--- src/rtl/wiof_pkg.sv ---
// Package for the window interquartile outlier filter.
// Holds store depth, payload structs, register indexes, controller states and the command struct.
package wiof_pkg;
    localparam int RangeW    = 24;
    localparam int MaxWindow = 49;

    typedef struct packed {
        logic [RangeW-1:0] range_raw;
        logic              is_centre;
        logic              last_sample;
    } t_in_item;

    typedef struct packed {
        logic       keep;
        logic [5:0] valid_count;
    } t_out_item;

    localparam logic [1:0] RegFilterMode    = 2'd0;
    localparam logic [1:0] RegFenceScale    = 2'd1;
    localparam logic [1:0] RegMeanDiffLimit = 2'd2;

    localparam logic [1:0] ModeIqr     = 2'd1;
    localparam logic [1:0] ModeIqrMean = 2'd2;

    typedef enum logic [2:0] {
        ST_IDLE, ST_SCAN, ST_RD_Q, ST_CALC0, ST_CALC1, ST_CALC2, ST_OUT
    } t_state;

    typedef struct packed {
        logic clear;
        logic insert;
        logic scan_step;
        logic rd_q;
        logic calc0;
        logic calc1;
        logic calc2;
    } t_cmd;

    typedef struct packed {
        logic scan_done;
        logic q_done;
    } t_status;
endpackage

--- src/rtl/window_iqr_outlier_filter_unit.sv ---
// Top level of the window interquartile outlier filter: registers, controller, datapath.
// Depends on wiof_pkg, wiof_ctrl, wiof_datapath, wiof_ram.
//
// Each nonzero item is inserted, while the 49-entry store has room, by walking
// down the RAM, moving each stored entry that exceeds it up by one place. A last
// item then adds four quartile reads from the single RAM read port and the states
// ST_CALC0, ST_CALC1 and ST_CALC2 for multiply and fence arithmetic before the result
// is offered; the next item is taken once the result has left. The store needs no reset.
module window_iqr_outlier_filter_unit (
    input  logic                i_clk,
    input  logic                i_rst_n,
    input  logic                i_in_valid,
    output logic                o_in_ready,
    input  wiof_pkg::t_in_item  i_in_item,
    output logic                o_out_valid,
    input  logic                i_out_ready,
    output wiof_pkg::t_out_item o_out_item,
    input  logic                i_cfg_we,
    input  logic [1:0]          i_cfg_index,
    input  logic [23:0]         i_cfg_data
);
    import wiof_pkg::*;
    logic [1:0]  r_mode;
    logic [7:0]  r_scale;
    logic [23:0] r_limit;
    t_cmd    cmd;
    t_status status;

    always_ff @(posedge i_clk) begin
        if (!i_rst_n) begin
            r_mode <= '0; r_scale <= 8'd48; r_limit <= 24'd10000;
        end else if (i_cfg_we) begin
            case (i_cfg_index)
                RegFilterMode:    r_mode  <= i_cfg_data[1:0];
                RegFenceScale:    r_scale <= i_cfg_data[7:0];
                RegMeanDiffLimit: r_limit <= i_cfg_data;
                default: ;
            endcase
        end
    end

    wiof_ctrl u_ctrl (
        .i_clk(i_clk), .i_rst_n(i_rst_n), .i_in_valid(i_in_valid),
        .o_in_ready(o_in_ready), .i_last(i_in_item.last_sample),
        .o_out_valid(o_out_valid), .i_out_ready(i_out_ready),
        .i_status(status), .o_cmd(cmd)
    );

    wiof_datapath u_dp (
        .i_clk(i_clk), .i_rst_n(i_rst_n), .i_cmd(cmd), .o_status(status),
        .i_item(i_in_item), .i_mode(r_mode), .i_scale(r_scale),
        .i_limit(r_limit), .o_result(o_out_item)
    );
endmodule

--- src/rtl/wiof_ram.sv ---
// Generic single-port-write, one-read RAM with registered read.
// No dependencies.
module wiof_ram #(
    parameter int Width = 24,
    parameter int Depth = 49
) (
    input  logic                     i_clk,
    input  logic                     i_we,
    input  logic [$clog2(Depth)-1:0] i_waddr,
    input  logic [Width-1:0]         i_wdata,
    input  logic [$clog2(Depth)-1:0] i_raddr,
    output logic [Width-1:0]         o_rdata
);
    logic [Width-1:0] r_mem [Depth];
    always_ff @(posedge i_clk) begin
        if (i_we) r_mem[i_waddr] <= i_wdata;
        o_rdata <= r_mem[i_raddr];
    end
endmodule

--- src/rtl/wiof_datapath.sv ---
// Datapath: sorted store in RAM (insertion by shifting), sums, quartiles and tests.
// Depends on wiof_pkg and wiof_ram.
module wiof_datapath (
    input  logic                i_clk,
    input  logic                i_rst_n,
    input  wiof_pkg::t_cmd      i_cmd,
    output wiof_pkg::t_status   o_status,
    input  wiof_pkg::t_in_item  i_item,
    input  logic [1:0]          i_mode,
    input  logic [7:0]          i_scale,
    input  logic [23:0]         i_limit,
    output wiof_pkg::t_out_item o_result
);
    import wiof_pkg::*;
    localparam int AW = $clog2(MaxWindow + 1);
    localparam int RA = (MaxWindow > 1) ? $clog2(MaxWindow) : 1;
    localparam int SW = RangeW + AW;

    // Insertion: walk from the top down, moving each entry up while it exceeds v.
    logic [AW-1:0] r_cnt;
    logic [SW-1:0] r_sum;
    logic [23:0]   r_centre, r_v;
    logic [AW-1:0] r_pos;      // hole position
    logic          r_ins;      // insertion in progress
    logic          r_rd_pend;  // read of r_pos-1 is in flight
    logic          r_qpend;    // quartile read is in flight
    logic [1:0]    r_qphase;
    logic [23:0]   r_qa;
    logic [25:0]   r_q1x2, r_q3x2;
    logic [33:0]   r_fence;
    logic signed [37:0] r_lo, r_hi;
    logic signed [SW+1:0] r_d, r_lim;

    logic          we;
    logic [RA-1:0] waddr, raddr;
    logic [23:0]   wdata, rdata;

    wiof_ram #(.Width(24), .Depth(MaxWindow)) u_ram (
        .i_clk(i_clk), .i_we(we), .i_waddr(waddr), .i_wdata(wdata),
        .i_raddr(raddr), .o_rdata(rdata)
    );

    logic [AW-1:0] k, k3, qaddr;
    logic          even, big;
    assign k    = r_cnt >> 2;
    assign k3   = (k << 1) + k;
    assign even = ~r_cnt[0];
    assign big  = r_cnt >= AW'(4);

    always_comb begin
        case (r_qphase)
            2'd0: qaddr = k;
            2'd1: qaddr = even ? k - AW'(1) : k;
            2'd2: qaddr = k3;
            default: qaddr = even ? k3 - AW'(1) : k3;
        endcase
    end

    logic [AW-1:0] cnt_m1, pos_m1, pos_m2;
    logic          scan_ok;
    assign cnt_m1  = r_cnt - AW'(1);
    assign pos_m1  = r_pos - AW'(1);
    assign pos_m2  = r_pos - AW'(2);
    assign scan_ok = r_ins && r_rd_pend && (rdata > r_v);

    always_comb begin
        we = 1'b0;
        waddr = r_pos[RA-1:0];
        wdata = r_v;
        raddr = pos_m1[RA-1:0];
        if (i_cmd.insert) raddr = cnt_m1[RA-1:0];
        if (i_cmd.scan_step && r_ins) begin
            if (r_pos == '0 || r_rd_pend) we = 1'b1;
            if (scan_ok) begin
                wdata = rdata;
                raddr = pos_m2[RA-1:0];
            end
        end
        if (i_cmd.rd_q) raddr = qaddr[RA-1:0];
    end

    always_comb begin
        o_status.scan_done = !r_ins || r_pos == '0 || (r_rd_pend && !scan_ok);
        o_status.q_done    = r_qphase == 2'd3 && r_qpend;
    end

    logic [23:0] cin;
    assign cin = i_item.is_centre ? i_item.range_raw : r_centre;

    always_ff @(posedge i_clk) begin
        if (!i_rst_n) begin
            r_cnt <= '0; r_sum <= '0; r_centre <= '0; r_v <= '0; r_pos <= '0;
            r_ins <= 1'b0; r_rd_pend <= 1'b0; r_qpend <= 1'b0; r_qphase <= '0;
            r_qa <= '0; r_q1x2 <= '0; r_q3x2 <= '0;
        end else begin
            if (i_cmd.insert) begin
                r_centre <= cin;
                if (i_item.range_raw != '0 && r_cnt < AW'(MaxWindow)) begin
                    r_v <= i_item.range_raw;
                    r_pos <= r_cnt;
                    r_ins <= 1'b1;
                    r_rd_pend <= r_cnt != '0;
                    r_cnt <= r_cnt + AW'(1);
                    r_sum <= r_sum + SW'(i_item.range_raw);
                end
            end
            if (i_cmd.scan_step && r_ins) begin
                if (r_pos == '0 || (r_rd_pend && !scan_ok)) begin
                    r_ins <= 1'b0;
                    r_rd_pend <= 1'b0;
                end else if (scan_ok) begin
                    r_pos <= pos_m1;
                    r_rd_pend <= r_pos != AW'(1);
                end
            end
            if (i_cmd.rd_q) begin
                if (!r_qpend) begin
                    r_qpend <= 1'b1;
                end else begin
                    if (r_qphase[0] == 1'b0) r_qa <= rdata;
                    else if (r_qphase == 2'd1) r_q1x2 <= 26'(r_qa) + 26'(rdata);
                    else r_q3x2 <= 26'(r_qa) + 26'(rdata);
                    r_qphase <= r_qphase + 2'd1;
                    r_qpend <= 1'b0;
                end
            end
            if (i_cmd.calc0) begin
                if (!big) begin r_q1x2 <= '0; r_q3x2 <= '0; end
                r_qphase <= '0;
            end
            if (i_cmd.clear) begin
                r_cnt <= '0; r_sum <= '0; r_centre <= '0;
            end
        end
    end

    logic [25:0] iqr_x2;
    assign iqr_x2 = r_q3x2 - r_q1x2;

    always_ff @(posedge i_clk) begin
        if (i_cmd.calc1) begin
            r_fence <= 34'(iqr_x2) * 34'(i_scale);
            r_d   <= $signed({2'b0, SW'(r_centre) * SW'(r_cnt)}) - $signed({2'b0, r_sum});
            r_lim <= $signed({2'b0, SW'(i_limit) * SW'(r_cnt)});
        end
        if (i_cmd.calc2) begin
            r_lo <= $signed({8'b0, r_q1x2, 4'b0}) - $signed({4'b0, r_fence});
            r_hi <= $signed({8'b0, r_q3x2, 4'b0}) + $signed({4'b0, r_fence});
        end
    end

    logic signed [37:0] c32;
    logic iqr, mean, dneg, keep_flag;
    logic signed [SW+1:0] dabs;
    assign c32  = $signed({9'b0, r_centre, 5'b0});
    assign iqr  = c32 > r_lo && c32 < r_hi;
    assign dneg = r_d < 0;
    assign dabs = dneg ? -r_d : r_d;
    assign mean = r_cnt == '0 || dabs < r_lim;
    always_comb begin
        case (i_mode)
            ModeIqr:     keep_flag = iqr;
            ModeIqrMean: keep_flag = iqr && mean;
            default:     keep_flag = 1'b1;
        endcase
    end
    always_comb begin
        o_result.keep = keep_flag;
        o_result.valid_count = 6'(r_cnt);
    end
endmodule

--- src/rtl/wiof_ctrl.sv ---
// Controller: sequences insertion, quartile reads and the final tests.
// Depends on wiof_pkg.
module wiof_ctrl (
    input  logic              i_clk,
    input  logic              i_rst_n,
    input  logic              i_in_valid,
    output logic              o_in_ready,
    input  logic              i_last,
    output logic              o_out_valid,
    input  logic              i_out_ready,
    input  wiof_pkg::t_status i_status,
    output wiof_pkg::t_cmd    o_cmd
);
    import wiof_pkg::*;
    t_state r_state, n_state;
    logic   r_last, n_last;

    always_ff @(posedge i_clk) begin
        if (!i_rst_n) begin
            r_state <= ST_IDLE; r_last <= 1'b0;
        end else begin
            r_state <= n_state; r_last <= n_last;
        end
    end

    always_comb begin
        n_state = r_state;
        n_last = r_last;
        o_cmd = '0;
        o_in_ready = 1'b0;
        o_out_valid = 1'b0;
        case (r_state)
            ST_IDLE: begin
                o_in_ready = 1'b1;
                if (i_in_valid) begin
                    o_cmd.insert = 1'b1;
                    n_last = i_last;
                    n_state = ST_SCAN;
                end
            end
            ST_SCAN: begin
                o_cmd.scan_step = 1'b1;
                if (i_status.scan_done) n_state = r_last ? ST_RD_Q : ST_IDLE;
            end
            ST_RD_Q: begin
                o_cmd.rd_q = 1'b1;
                if (i_status.q_done) n_state = ST_CALC0;
            end
            ST_CALC0: begin o_cmd.calc0 = 1'b1; n_state = ST_CALC1; end
            ST_CALC1: begin o_cmd.calc1 = 1'b1; n_state = ST_CALC2; end
            ST_CALC2: begin o_cmd.calc2 = 1'b1; n_state = ST_OUT; end
            ST_OUT: begin
                o_out_valid = 1'b1;
                if (i_out_ready) begin
                    o_cmd.clear = 1'b1;
                    n_state = ST_IDLE;
                end
            end
            default: n_state = ST_IDLE;
        endcase
    end

    a_ready_idle: assert property (@(posedge i_clk) disable iff (!i_rst_n)
        o_in_ready |-> r_state == ST_IDLE) else $error("ready outside idle");
    a_no_overlap: assert property (@(posedge i_clk) disable iff (!i_rst_n)
        !(o_in_ready && o_out_valid)) else $error("in and out overlap");
    a_out_hold: assert property (@(posedge i_clk) disable iff (!i_rst_n)
        o_out_valid && !i_out_ready |=> o_out_valid) else $error("result dropped");
endmodule
--- config.mk ---
export PLATFORM = sky130hd
export DESIGN_NAME = window_iqr_outlier_filter_unit
export DESIGN_NICKNAME = d
export VERILOG_FILES = /design/src/rtl/wiof_pkg.sv /design/src/rtl/window_iqr_outlier_filter_unit.sv /design/src/rtl/wiof_ram.sv /design/src/rtl/wiof_datapath.sv /design/src/rtl/wiof_ctrl.sv
export SDC_FILE = /design/constraint.sdc
export NUM_CORES = 2
export LEC_CHECK = 0
export BUFFER_PORTS_ARGS = -buffer_cell sky130_fd_sc_hd__buf_2
export CORE_ASPECT_RATIO = 0.5
export CORE_MARGIN = 5
export CORE_UTILIZATION = 44
export CTS_CLUSTER_DIAMETER = 50
export DETAILED_ROUTE_END_ITERATION = 7
export PLACE_DENSITY = 0.6
export SYNTH_ARGS = -nofsm -noshare
export SYNTH_HDL_FRONTEND = slang
export SYNTH_SLANG_ARGS = --single-unit
--- constraint.sdc ---
create_clock -name i_clk -period 20.2 [get_ports i_clk]
set_input_delay 3.03 -clock i_clk [delete_from_list [all_inputs] [get_ports i_clk]]
set_output_delay 3.03 -clock i_clk [all_outputs]
set_load 0.05 [all_outputs]
==> metrics.txt <==
post-synthesis adder-cell area fraction 13.8%; synthesized flop and latch total 1573; Hold Vio Cnt, Final 0; CTS HTree Levels 4; Pint 5.68 mW; CTS tree built; total negative slack 0 ps; # Max-Cap Violations 0; clk sinks 1573; Unique masters post-synth 94; Die Y 325 um; CP Launch Type flip-flop; Gates resized, CTS repair 0; layout cells sized above 1 9.24%; worst setup path start u_dp.r_d[1]$_DFFE_PP_; HP Start u_dp.r_centre[22]$_SDFFE_PP0P_; Die ar. 208000 um^2; Mapped Nets 8433; Post-synth top cells edfxtp_1, nand2_1, inv_1; Post-Synth Simple-Gate Area 12.9%; global placement routability congestion 0.866; RSZ-0062 raised after global routing false; Final WS setup 11420 ps; Syn Area/Cell 11.5 um^2; Mapped Cells 7625; Starting Density 44.3%; global route overflow 0; crit-path max FO 4; Area contributors post-synth edfxtp_1, fa_1, ha_1, dfxtp_1, nand2_1; xor and xnor fraction of the mapped netlist area 2.16%; detailed-router iteration count before antenna repair 6; Synth Area in Compound Gates 12.1%; Ys Warns 0; via count 60000; Layout Skew 88.7 ps; CP required 17170 ps; arrival time of the worst setup path 5750 ps; routed len/inst 23.9 um; fin crit period 8780 ps; final number of setup-violating endpoints 0; CP Buf/Inv Count 2; switching pwr 2.15 mW; Met1 Routed Length 109 mm; Tot Pwr 7.83 mW; Mapped Area 87300 um^2; Seq pwr share 46.8%; layout net count 8411; Area growth, synth to finish 10.3%; Hold Slack 456 ps; Top FF cell, synth edfxtp_1; residual DRC count 0; # hold bufs at CTS 0; # IOs 66; core box area 197000 um^2; post-synth top area share 46.1%; uppermost layer routed met4; cts bufs inserted 165; routed length on met2 115 mm; HPWL after detailed placement 161 mm; register area share after synthesis 51.4%; largest net degree at the start of global routing 208; worst min path class flip-flop to flip-flop; cells along the critical path inv_1 -> ha_1 -> or3b_2 -> nor4_1 -> nand3_1 -> or3_1 -> o31ai_1 -> xnor2_1 -> ha_1 -> a21o_1 -> a21oi_1 -> o41ai_1 -> nor2_1 -> o2111ai_1 -> a211oi_1 -> nor3_1 -> a211oi_1 -> buf_2; clock tree buffer depth 4; RR Startpoint u_dp.r_q3x2[0]$_SDFF_PN0_; post-route cell area 96300 um^2; VDD IR max 0.0690 mV; IO Port Bufs 65; most frequent cell after synthesis edfxtp_1; CTS Root Cell clkbuf_16; die width 640 um; delay-heaviest family, CP simple AND/OR/NAND/NOR gates; area post-placement 91000 um^2; final WL 248 mm; post-synthesis mux area share 3.32%; combinational share of power 14.4%; post-route antenna net violation count 0; post-CTS setup buffers 0; main combinational cell family by area after synthesis adder cells; first-pass GRT wire length 373 mm; clock latency on the worst-skew pair 840 ps; ys async rst share 0%; CP endpoint kind output pin; vias in the first global route 58000; worst rel slew slack 21.9%; fmax 114 MHz; pwr/cell area 81.3 nW/um^2; clock slew at reported path FFs 50 ps; total leakage power 36.2 nW; status completed; Fillers 17500; via-per-instance ratio 5.79; switching fraction of total power 27.5%; slowest stage cell on the critical path a211oi_1; row count 115; Tot GR Track Use 23.2%; Clk pwr share 38.8%; kind of critical path flip-flop to output pin; WL met3 16.2 mm; max incr delay on CP 550 ps; Slew Viols, Final 0; EDFF count, synth 1340; Tcrit/Tclk final 43.4%; DP Worst Slack 12160 ps; Iteration-0 DRC Markers 5789; initial antenna violation count 6; Worst-Margin Slew 1170 ps; cell taking the most area after synthesis edfxtp_1
## tightest hold or removal path: cells and delay by family (launching register included)
kind / cells / cell delay (ps)
AOI/OAI and AO/OA: 1 / 50
DFF: 1 / 300
and+or+nand+nor: 1 / 50
## final cells by class
| class | instances | area, um^2 | share of cell area, % |
|---|---|---|---|
| clock inverter | 85 | 872 | 0.906 |
| inverter | 558 | 2090 | 2.17 |
| antenna | 3 | 7.51 | 0.00780 |
| tap | 2632 | 3290 | 3.42 |
| clock buffer | 207 | 4410 | 4.58 |
| multi-input combinational | 5093 | 39200 | 40.7 |
| timing repair buffer | 212 | 1470 | 1.53 |
| sequential | 1573 | 44900 | 46.6 |
## placed cells by master, fill, tap and decap left out, drive strengths merged, types with 67 or more instances in the layout
master	n
edfxtp	1340
nand2	895
inv	570
ha	398
fa	353
o21ai	348
nand3	341
a21oi	299
nor2	281
dfxtp	233
and2	217
buf	212
clkbuf	207
mux2i	202
xnor2	166
and3	122
a211oi	108
a31oi	105
a21o	92
nand4	89
a21boi	81
mux2	78
nor3	77
o221ai	75
nor2b	67
## per-layer routing
metal | vias up | track usage, %
li1 | 27600 | -
met4 | 0 | 7.26
met2 | 1948 | 37.1
met1 | 30100 | 32.8
met3 | 366 | 3.56
met5 | - | 0
## final timing paths
kind                                    end  slack, ps  depth (start not counted)
max                           o_out_item[6]      11420                         18
min          u_dp.r_centre[22]$_SDFFE_PP0P_        460                          2
max reg2reg      u_dp.r_fence[33]$_DFFE_PP_      12160                         27
min reg2reg  u_dp.r_centre[22]$_SDFFE_PP0P_        460                          2
## flip-flops by register name, summed over array words and instances, names as in the netlist, 3 cells and up
| signal | count |
|---|---|
| u_dp.r_qa | 24 |
| u_dp.r_d | 31 |
| u_dp.r_fence | 34 |
| u_ctrl.r_state | 3 |
| u_dp.r_v | 24 |
| u_dp.u_ram.o_rdata | 24 |
| u_dp.u_ram.r_mem | 1176 |
| u_dp.r_pos | 6 |
| r_scale | 8 |
| u_dp.r_lo | 35 |
| u_dp.r_lim | 30 |
| u_dp.r_cnt | 6 |
| u_dp.r_q3x2 | 26 |
| u_dp.r_centre | 24 |
| r_limit | 24 |
| u_dp.r_q1x2 | 26 |
| u_dp.r_hi | 34 |
| u_dp.r_sum | 30 |
## kinds of logic after synthesis
logic type | after synthesis
AND/OR/NAND/NOR | 2294
flip-flops | 1573
AO/OA/AOI/OAI | 1554
buffers and inverters | 959
adder cells (fa/ha/maj) | 751
multiplexers | 280
XOR/XNOR | 214
## power groups by stage
stage / Clock, mW / Sequential (mW) / Combinational, mW
2_1_floorplan: 0 / 3.68 / 0.750
3_3_place_gp: 0 / 3.73 / 1.11
3_5_place_dp: 0 / 3.73 / 1.11
4_1_cts: 3.09 / 3.66 / 1.12
5_1_grt: 3.23 / 3.66 / 1.22
6_report: 3.04 / 3.66 / 1.13
## stage by stage
stage                     std cells  util [%]
after floorplan                7625         -
after global placement        10100      46.2
after detailed placement      10100      46.2
after CTS                     10400      48.9
after global routing          10400      48.9
final                         10400      48.9
Note: power is estimated with default switching activity, not from simulation.
